--- src/rtcf_pkg.sv ---
// Package with shared constants, types and the leg record for the tour cost checker.
`default_nettype none
package rtcf_pkg;
  localparam int COORD_BITS_DEF    = 16;
  localparam int FRACTION_BITS_DEF = 8;
  localparam int CFG_W             = 32;
  localparam int CFG_IDX_W         = 2;
  localparam int TIME_W            = 48;
  localparam int LOAD_W            = 40;
  localparam int COST_W            = 34;
  localparam int FIELD_W           = 16;
  localparam int IN_TDATA_W        = 80;
  localparam int OUT_TDATA_W       = 40;

  localparam logic [CFG_IDX_W-1:0] REG_TIME_LIMIT = 2'd0;
  localparam logic [CFG_IDX_W-1:0] REG_CAP_A      = 2'd1;
  localparam logic [CFG_IDX_W-1:0] REG_CAP_B      = 2'd2;

  // Kinds of work the front hands to the back.
  typedef enum logic [1:0] {
    JOB_FIRST = 2'd0,
    JOB_LEG   = 2'd1,
    JOB_WRAP  = 2'd2
  } job_kind_t;

  // Back end sequencer states.
  typedef enum logic [1:0] {
    BK_IDLE = 2'd0,
    BK_ROOT = 2'd1,
    BK_ACC  = 2'd2,
    BK_OUT  = 2'd3
  } bk_state_t;

  // One queued job: a leg (or the first stop) with its stop data.
  typedef struct packed {
    job_kind_t          kind;
    logic [FIELD_W-1:0] dx;
    logic [FIELD_W-1:0] dy;
    logic [FIELD_W-1:0] prev_svc;
    logic [FIELD_W-1:0] demand_a;
    logic [FIELD_W-1:0] demand_b;
    logic               is_depot;
    logic               last_stop;
  } job_t;
endpackage
`default_nettype wire

--- src/rtcf_front.sv ---
// Front end: accepts stop words, tracks previous and first stop, emits leg jobs.
`default_nettype none
module rtcf_front
  import rtcf_pkg::*;
#(
  parameter int COORD_BITS = COORD_BITS_DEF
) (
  input  wire logic          clk,
  input  wire logic          rst,
  input  wire logic          in_valid,
  output logic               in_ready,
  input  wire logic [FIELD_W-1:0] x_in,
  input  wire logic [FIELD_W-1:0] y_in,
  input  wire logic [FIELD_W-1:0] svc_in,
  input  wire logic [FIELD_W-1:0] da_in,
  input  wire logic [FIELD_W-1:0] db_in,
  input  wire logic          depot_in,
  input  wire logic          last_in,
  output logic               job_valid,
  input  wire logic          job_ready,
  output job_t               job
);
  localparam logic [FIELD_W-1:0] CMASK = FIELD_W'((64'd1 << COORD_BITS) - 64'd1);

  logic               have_previous;
  logic               wrap_pending;
  logic [FIELD_W-1:0] previous_x, previous_y, previous_service, first_x, first_y;
  logic [FIELD_W-1:0] xm, ym, tx, ty;

  assign xm = x_in & CMASK;
  assign ym = y_in & CMASK;
  assign tx = wrap_pending ? first_x : xm;
  assign ty = wrap_pending ? first_y : ym;

  // Stop words are taken only when no wrap leg is still to be issued.
  assign in_ready  = !wrap_pending && job_ready;
  assign job_valid = wrap_pending || in_valid;

  // Build the job from the current stop or the pending wrap leg.
  always_comb begin
    job.dx        = (previous_x > tx) ? previous_x - tx : tx - previous_x;
    job.dy        = (previous_y > ty) ? previous_y - ty : ty - previous_y;
    job.prev_svc  = previous_service;
    job.demand_a  = da_in;
    job.demand_b  = db_in;
    job.is_depot  = depot_in;
    job.last_stop = last_in;
    if (wrap_pending) begin
      job.kind      = JOB_WRAP;
      job.demand_a  = '0;
      job.demand_b  = '0;
      job.is_depot  = 1'b0;
      job.last_stop = 1'b1;
    end else if (have_previous) begin
      job.kind = JOB_LEG;
    end else begin
      job.kind = JOB_FIRST;
    end
  end

  // Previous and first stop registers.
  always_ff @(posedge clk) begin
    if (rst) begin
      have_previous    <= 1'b0;
      wrap_pending     <= 1'b0;
      previous_x       <= '0;
      previous_y       <= '0;
      previous_service <= '0;
      first_x          <= '0;
      first_y          <= '0;
    end else if (wrap_pending) begin
      if (job_ready) begin
        wrap_pending     <= 1'b0;
        have_previous    <= 1'b0;
        previous_x       <= '0;
        previous_y       <= '0;
        previous_service <= '0;
        first_x          <= '0;
        first_y          <= '0;
      end
    end else if (in_valid && job_ready) begin
      if (!have_previous) begin
        first_x <= xm;
        first_y <= ym;
      end
      have_previous    <= 1'b1;
      previous_x       <= xm;
      previous_y       <= ym;
      previous_service <= svc_in;
      wrap_pending     <= last_in;
    end
  end
endmodule
`default_nettype wire

--- src/rtcf_queue.sv ---
// Short two-entry queue of jobs between the front and back ends.
`default_nettype none
module rtcf_queue
  import rtcf_pkg::*;
(
  input  wire logic clk,
  input  wire logic rst,
  input  wire logic wr_valid,
  output logic      wr_ready,
  input  job_t      wr_job,
  output logic      rd_valid,
  input  wire logic rd_ready,
  output job_t      rd_job
);
  job_t       slot [2];
  logic       wptr, rptr;
  logic [1:0] count;

  assign wr_ready = (count != 2'd2);
  assign rd_valid = (count != 2'd0);
  assign rd_job   = slot[rptr];

  // Pointers and fill count.
  always_ff @(posedge clk) begin
    if (rst) begin
      wptr  <= 1'b0;
      rptr  <= 1'b0;
      count <= 2'd0;
    end else begin
      if (wr_valid && wr_ready) wptr <= ~wptr;
      if (rd_valid && rd_ready) rptr <= ~rptr;
      count <= count + 2'(wr_valid && wr_ready) - 2'(rd_valid && rd_ready);
    end
  end

  // Entry storage.
  always_ff @(posedge clk) begin
    if (wr_valid && wr_ready) slot[wptr] <= wr_job;
  end
endmodule
`default_nettype wire

--- src/rtcf_back.sv ---
// Back end: serial square root per leg, accumulation, checks and result word.
`default_nettype none
module rtcf_back
  import rtcf_pkg::*;
#(
  parameter int FRACTION_BITS = FRACTION_BITS_DEF
) (
  input  wire logic             clk,
  input  wire logic             rst,
  input  wire logic             job_valid,
  output logic                  job_ready,
  input  job_t                  job,
  input  wire logic [CFG_W-1:0] time_limit,
  input  wire logic [CFG_W-1:0] cap_a,
  input  wire logic [CFG_W-1:0] cap_b,
  output logic                  out_valid,
  input  wire logic             out_ready,
  output logic                  out_feasible,
  output logic [COST_W-1:0]     out_cost
);
  localparam int RBITS = 17 + FRACTION_BITS;   // root width
  localparam int SQ_W  = 33;                    // dx^2+dy^2 width
  // The radicand is consumed two bits per root bit, so it spans twice the root width.
  localparam int RAD_W = 2*RBITS;
  localparam int REM_W = RBITS + 2;
  localparam int CNT_W = $clog2(RBITS + 1);
  localparam logic [TIME_W-1:0] TMAX = '1;
  localparam logic [LOAD_W-1:0] LMAX = '1;
  localparam logic [COST_W-1:0] CMAX = '1;

  bk_state_t state, state_next;
  job_t      cur;
  logic [SQ_W-1:0]  sq;
  logic [RAD_W-1:0] rad;
  logic [REM_W-1:0] rem;
  logic [RBITS-1:0] root;
  logic [CNT_W-1:0] steps;
  logic [TIME_W-1:0] route_time_acc;
  logic [LOAD_W-1:0] load_a_acc, load_b_acc;
  logic [COST_W-1:0] tour_cost_acc;
  logic              failed_flag;
  logic [REM_W-1:0]  rem_sh, trial;
  logic              take;
  logic [TIME_W:0]   leg, time_sum, cost_sum;
  logic [TIME_W-1:0] time_new, time_lim;
  logic [COST_W-1:0] cost_new;
  logic [LOAD_W:0]   la_sum, lb_sum;
  logic [LOAD_W-1:0] la_new, lb_new, la_base, lb_base;
  logic              is_leg, time_fail, load_fail;

  // One root digit per cycle.
  assign rem_sh = {rem[REM_W-3:0], rad[RAD_W-1 -: 2]};
  assign trial  = {root, 2'b01};
  assign take   = rem_sh >= trial;

  // Leg amount and saturating sums.
  assign is_leg   = (cur.kind != JOB_FIRST);
  assign leg      = (TIME_W+1)'(root) + ((TIME_W+1)'(cur.prev_svc) << FRACTION_BITS);
  assign time_sum = (TIME_W+1)'(route_time_acc) + leg;
  assign time_new = is_leg ? (time_sum[TIME_W] ? TMAX : time_sum[TIME_W-1:0])
                           : route_time_acc;
  assign cost_sum = (TIME_W+1)'(tour_cost_acc) + leg;
  assign cost_new = !is_leg ? tour_cost_acc
                  : ((cost_sum > (TIME_W+1)'(CMAX)) ? CMAX : cost_sum[COST_W-1:0]);
  assign time_lim = TIME_W'(time_limit) << FRACTION_BITS;
  assign time_fail = is_leg && (time_new > time_lim);
  assign la_base  = (is_leg && cur.is_depot) ? '0 : load_a_acc;
  assign lb_base  = (is_leg && cur.is_depot) ? '0 : load_b_acc;
  assign la_sum   = (LOAD_W+1)'(la_base) + (LOAD_W+1)'(cur.demand_a);
  assign lb_sum   = (LOAD_W+1)'(lb_base) + (LOAD_W+1)'(cur.demand_b);
  assign la_new   = la_sum[LOAD_W] ? LMAX : la_sum[LOAD_W-1:0];
  assign lb_new   = lb_sum[LOAD_W] ? LMAX : lb_sum[LOAD_W-1:0];
  assign load_fail = (cur.kind != JOB_WRAP) &&
                     ((la_new > LOAD_W'(cap_a)) || (lb_new > LOAD_W'(cap_b)));

  assign job_ready = (state == BK_IDLE);
  assign out_valid = (state == BK_OUT);

  // Next state.
  always_comb begin
    state_next = state;
    unique case (state)
      BK_IDLE: if (job_valid) state_next = BK_ROOT;
      BK_ROOT: if (steps == CNT_W'(1)) state_next = BK_ACC;
      BK_ACC:  state_next = (cur.kind == JOB_WRAP) ? BK_OUT : BK_IDLE;
      BK_OUT:  if (out_ready) state_next = BK_IDLE;
      default: state_next = BK_IDLE;
    endcase
  end

  always_ff @(posedge clk) begin
    if (rst) state <= BK_IDLE;
    else     state <= state_next;
  end

  // Square of the leg vector, taken as the job arrives.
  assign sq = SQ_W'({16'd0, job.dx} * {16'd0, job.dx}) +
              SQ_W'({16'd0, job.dy} * {16'd0, job.dy});

  // Datapath and accumulators.
  always_ff @(posedge clk) begin
    if (rst) begin
      route_time_acc <= '0;
      load_a_acc     <= '0;
      load_b_acc     <= '0;
      tour_cost_acc  <= '0;
      failed_flag    <= 1'b0;
    end else begin
      unique case (state)
        BK_IDLE: if (job_valid) begin
          cur   <= job;
          rad   <= RAD_W'({sq, {(2*FRACTION_BITS){1'b0}}});
          rem   <= '0;
          root  <= '0;
          steps <= CNT_W'(RBITS);
        end
        BK_ROOT: begin
          rad   <= rad << 2;
          rem   <= take ? rem_sh - trial : rem_sh;
          root  <= {root[RBITS-2:0], take};
          steps <= steps - CNT_W'(1);
        end
        BK_ACC: begin
          tour_cost_acc <= cost_new;
          if (cur.kind == JOB_WRAP) begin
            out_feasible <= !(failed_flag || time_fail);
            out_cost     <= cost_new;
          end else begin
            route_time_acc <= (is_leg && cur.is_depot) ? '0 : time_new;
            load_a_acc     <= la_new;
            load_b_acc     <= lb_new;
            failed_flag    <= failed_flag || time_fail || load_fail;
          end
        end
        BK_OUT: if (out_ready) begin
          route_time_acc <= '0;
          load_a_acc     <= '0;
          load_b_acc     <= '0;
          tour_cost_acc  <= '0;
          failed_flag    <= 1'b0;
        end
        default: ;
      endcase
    end
  end
endmodule
`default_nettype wire

--- src/route_tour_cost_and_feasibility.sv ---
// Top level of the route tour cost and feasibility checker.
// Stops enter in tour order on s_axis; each stop after the first yields a leg whose
// distance is a fixed-point square root, rounded down, computed one result bit per cycle;
// every stop, the first included, makes one pass through the back end, and a
// last stop adds a second such pass for the wrap leg plus the result word.
// A two-entry queue lets the front take up to two stops ahead of the back end.
// Registers: 0 route time limit, 1 capacity a, 2 capacity b; write only when idle.
`default_nettype none
module route_tour_cost_and_feasibility
  import rtcf_pkg::*;
#(
  parameter int COORD_BITS    = COORD_BITS_DEF,
  parameter int FRACTION_BITS = FRACTION_BITS_DEF
) (
  input  wire logic                   clk,
  input  wire logic                   rst,
  input  wire logic                   s_axis_tvalid,
  output logic                        s_axis_tready,
  // stop_x, stop_y, service_time, demand_a, demand_b
  input  wire logic [IN_TDATA_W-1:0]  s_axis_tdata,
  input  wire logic                   s_axis_tlast,   // last_stop
  input  wire logic                   s_axis_tuser,   // is_depot
  output logic                        m_axis_tvalid,
  input  wire logic                   m_axis_tready,
  // feasible, total_cost, zero fill
  output logic [OUT_TDATA_W-1:0]      m_axis_tdata,
  input  wire logic                   cfg_we,
  input  wire logic [CFG_IDX_W-1:0]   cfg_index,
  input  wire logic [CFG_W-1:0]       cfg_wdata
);
  logic [CFG_W-1:0] route_time_limit, capacity_a, capacity_b;
  logic  fq_valid, fq_ready, qb_valid, qb_ready, feasible;
  job_t  fq_job, qb_job;
  logic [COST_W-1:0] total_cost;

  // Configuration registers.
  always_ff @(posedge clk) begin
    if (rst) begin
      route_time_limit <= '1;
      capacity_a       <= '1;
      capacity_b       <= '1;
    end else if (cfg_we) begin
      unique case (cfg_index)
        REG_TIME_LIMIT: route_time_limit <= cfg_wdata;
        REG_CAP_A:      capacity_a       <= cfg_wdata;
        REG_CAP_B:      capacity_b       <= cfg_wdata;
        default: ;
      endcase
    end
  end

  rtcf_front #(.COORD_BITS(COORD_BITS)) u_front (
    .clk, .rst,
    .in_valid(s_axis_tvalid), .in_ready(s_axis_tready),
    .x_in(s_axis_tdata[15:0]), .y_in(s_axis_tdata[31:16]),
    .svc_in(s_axis_tdata[47:32]), .da_in(s_axis_tdata[63:48]),
    .db_in(s_axis_tdata[79:64]), .depot_in(s_axis_tuser), .last_in(s_axis_tlast),
    .job_valid(fq_valid), .job_ready(fq_ready), .job(fq_job)
  );

  rtcf_queue u_queue (
    .clk, .rst,
    .wr_valid(fq_valid), .wr_ready(fq_ready), .wr_job(fq_job),
    .rd_valid(qb_valid), .rd_ready(qb_ready), .rd_job(qb_job)
  );

  rtcf_back #(.FRACTION_BITS(FRACTION_BITS)) u_back (
    .clk, .rst,
    .job_valid(qb_valid), .job_ready(qb_ready), .job(qb_job),
    .time_limit(route_time_limit), .cap_a(capacity_a), .cap_b(capacity_b),
    .out_valid(m_axis_tvalid), .out_ready(m_axis_tready),
    .out_feasible(feasible), .out_cost(total_cost)
  );

  assign m_axis_tdata = {5'd0, total_cost, feasible};
endmodule
`default_nettype wire

--- config.mk ---
export PLATFORM = sky130hd
export DESIGN_NAME = route_tour_cost_and_feasibility
export DESIGN_NICKNAME = d
export VERILOG_FILES = /design/src/rtcf_pkg.sv /design/src/rtcf_front.sv /design/src/rtcf_queue.sv /design/src/rtcf_back.sv /design/src/route_tour_cost_and_feasibility.sv
export SDC_FILE = /design/constraint.sdc
export NUM_CORES = 2
export LEC_CHECK = 0
export BUFFER_PORTS_ARGS = -buffer_cell sky130_fd_sc_hd__buf_2
export CAP_MARGIN = 20
export CORE_MARGIN = 2
export CORE_UTILIZATION = 30
export CTS_BUF_LIST = sky130_fd_sc_hd__clkbuf_8
export CTS_CLUSTER_DIAMETER = 200
export DETAILED_ROUTE_END_ITERATION = 7
export PLACE_DENSITY = 0.55
export SLEW_MARGIN = 5
export SYNTH_ARGS = -nofsm -noshare
export SYNTH_HDL_FRONTEND = slang
export SYNTH_HIERARCHICAL = 1
export SYNTH_SLANG_ARGS = --single-unit
export TNS_END_PERCENT = 1
--- constraint.sdc ---
create_clock -name clk -period 13.5 [get_ports clk]
set_clock_uncertainty 0.15 [all_clocks]
set_input_delay 1.35 -clock clk [delete_from_list [all_inputs] [get_ports clk]]
set_output_delay 1.35 -clock clk [all_outputs]
set_load 0.02 [all_outputs]
==> impl_metrics.ini <==
[grt]
grt_max_degree = 141
gr-total-overflow = 0
grt_pass1_wl_mm = 236
antenna_found_initial = 9
grtUsageTotal_pct = 15.9
first_global_vias = 42100

[clock_tree]
root_buffer = clkbuf_8
cts_made_buffers = 117
clock_latency_ns = 0.87
clockBufferDepth = 3
postCtsSetupBuffers = 0
clk_pin_slew_ns = 0.07
cts_resized = 0
h-tree-depth = 3
cts_tree = done
postCtsHoldBufs = 0
numClockSinks = 689

[sta]
fmax_ghz = 0.112
setup_viol = 0
hold_viol_final = 0
slew_headroom_pct = 21.9
tightest_slew_ns = 1.15
layout_min_cycle_time_ns = 8.96
final.setup.tns_ns = 0
finalCritPeriodShare_pct = 66.3
fin_hold_ws_ns = 0.297
rsz0062_at_grt = false
slew_viol_final = 0

[detailed_routing]
drt-initial-drc-count = 2529
via_per_inst = 4.91
vias = 40900
drc_errors = 0
antenna_left = 0
wl_per_cell_um = 17.8
wl_mm = 148
drtPass1Iterations = 8

[critical_path]
crit_required_ns = 14.03
reg2reg_to = u_back/rad[47]
worst_path_most_repeated_cell = fa_1
worstSetupPathType = reg -> reg
cp-end-kind = flip-flop
slowest_stage = dfxtp_4
critical_path.max_stage_delay_ns = 1.06
critPathBufInv = 4
cp.arrival_ns = 9.49
crit_family = adder cells
critPathLaunchType = flip-flop
ff2ff_setup_slack_ns = 4.54
path_max_fanout = 51
worstRegToRegCells = 25

[cells_and_area]
n_fill_cell = 18800
final_util_pct = 33.1
fin_area_mm2 = 0.0604
area_delta_synth_final_pct = 9.99
nets = 6846
drive_above_1_share_pct = 9.00

[floorplan]
rows = 157
die_h_um = 432
start_util_pct = 30.1
dieArea_mm2 = 0.187
fp.coreArea_mm2 = 0.182
die_x_um = 432
pin_count = 163

[placement]
numPortBuffers = 157
placed_area_mm2 = 0.0579
gp_congestion = 0.877
hpwl_mm = 112

[worst_hold_path]
whs_path_depth = 0
hold_end = u_queue/slot[0][37]
hp-class = reg -> reg
min-delay-start = u_front/previous_service[3]

[run]
maxCapViolations = 0

[logic_synthesis]
netlist_area_mm2 = 0.0549
synth_cells = 5778
yosysWarnings = 6
avgSynthCellArea_um2 = 9.51

[outcome]
status = finished clean
-- metal layers --
metal | up-vias | global-route usage [%] | routed length (um)
met5 | - | 0 | 0
met4 | 0 | 4.78 | 4370
met3 | 212 | 2.11 | 5650
met2 | 803 | 28.4 | 73600
met1 | 20100 | 19.9 | 64400
li1 | 19800 | - | -
-- worst register-to-register path: stages, from the launching register on --
cell      delay, ns
dfxtp_4        1.06
mux2_4         0.50
and2_1         0.20
fa_1           0.58
inv_1          0.07
fa_1           0.44
fa_1           0.55
inv_1          0.05
fa_1           0.48
inv_1          0.06
fa_1           0.50
fa_1           0.54
inv_1          0.06
fa_1           0.50
fa_1           0.54
ha_1           0.36
a21oi_1        0.18
o21ai_0        0.14
a2111o_1       0.43
a41o_1         0.26
nand3_1        0.12
a21oi_1        0.10
o31ai_1        0.30
a21boi_0       0.19
or3_1          0.38
nand3_1        0.09
-- state kept, by name (all words and copies together) (netlist names), 32 cells and up, named ones only --
register,count
u_queue/slot,166
u_back/out_cost,34
u_back/load_a_acc,40
route_time_limit,32
u_back/tour_cost_acc,34
capacity_a,32
u_back/load_b_acc,40
u_back/route_time_acc,48
u_back/rad,34
u_back/cur,51
capacity_b,32
-- worst max path at each step --
stage          slack, ns       from  cells after the start              to
2_1_floorplan       4.84        rst                      3  u_back/rad[16]
3_3_place_gp        4.62  flip-flop                     25  u_back/rad[47]
3_5_place_dp        4.54  flip-flop                     25  u_back/rad[47]
4_1_cts             4.49  flip-flop                     25  u_back/rad[47]
5_1_grt             3.90  flip-flop                     26  u_back/rad[47]
6_report            4.54  flip-flop                     25  u_back/rad[47]
-- per-stage QoR --
step / cells / setup WS, ns
2_1_floorplan: 5782 / 4.84
3_3_place_gp: 8106 / 4.62
3_5_place_dp: 8107 / 4.54
4_1_cts: 8328 / 4.49
5_1_grt: 8331 / 3.90
6_report: 8331 / 4.54
-- cell type report --
| class | count | area, um2 | share of cell area (%) |
|---|---|---|---|
| diodes | 3 | 7.51 | 0.0124 |
| clock buffers | 136 | 1870 | 3.10 |
| clock inverters | 85 | 652 | 1.08 |
| inverters | 727 | 2730 | 4.52 |
| multi-input cells | 4109 | 33800 | 56.0 |
| flip-flops and latches | 689 | 17200 | 28.5 |
| well taps | 2385 | 2980 | 4.94 |
| repair buffers | 197 | 1120 | 1.86 |
-- cell usage in the layout, fill, tap and decap left out, types with 74 or more instances in the layout --
cell type,count
ha_1,486
edfxtp_1,341
nor3_1,74
and2_1,174
nor2b_1,102
clkbuf_8,136
nand2_1,425
xnor2_1,128
a21o_1,110
fa_1,398
nand3_1,83
xor2_1,90
a21oi_1,350
a22oi_1,133
nor2_1,540
dfxtp_1,346
mux2i_1,131
inv_1,760
o21ai_0,167
buf_2,156
Power is left out: the tool's default activity adds up to more than one toggle a clock period on the data nets, which glitch-free logic cannot reach.
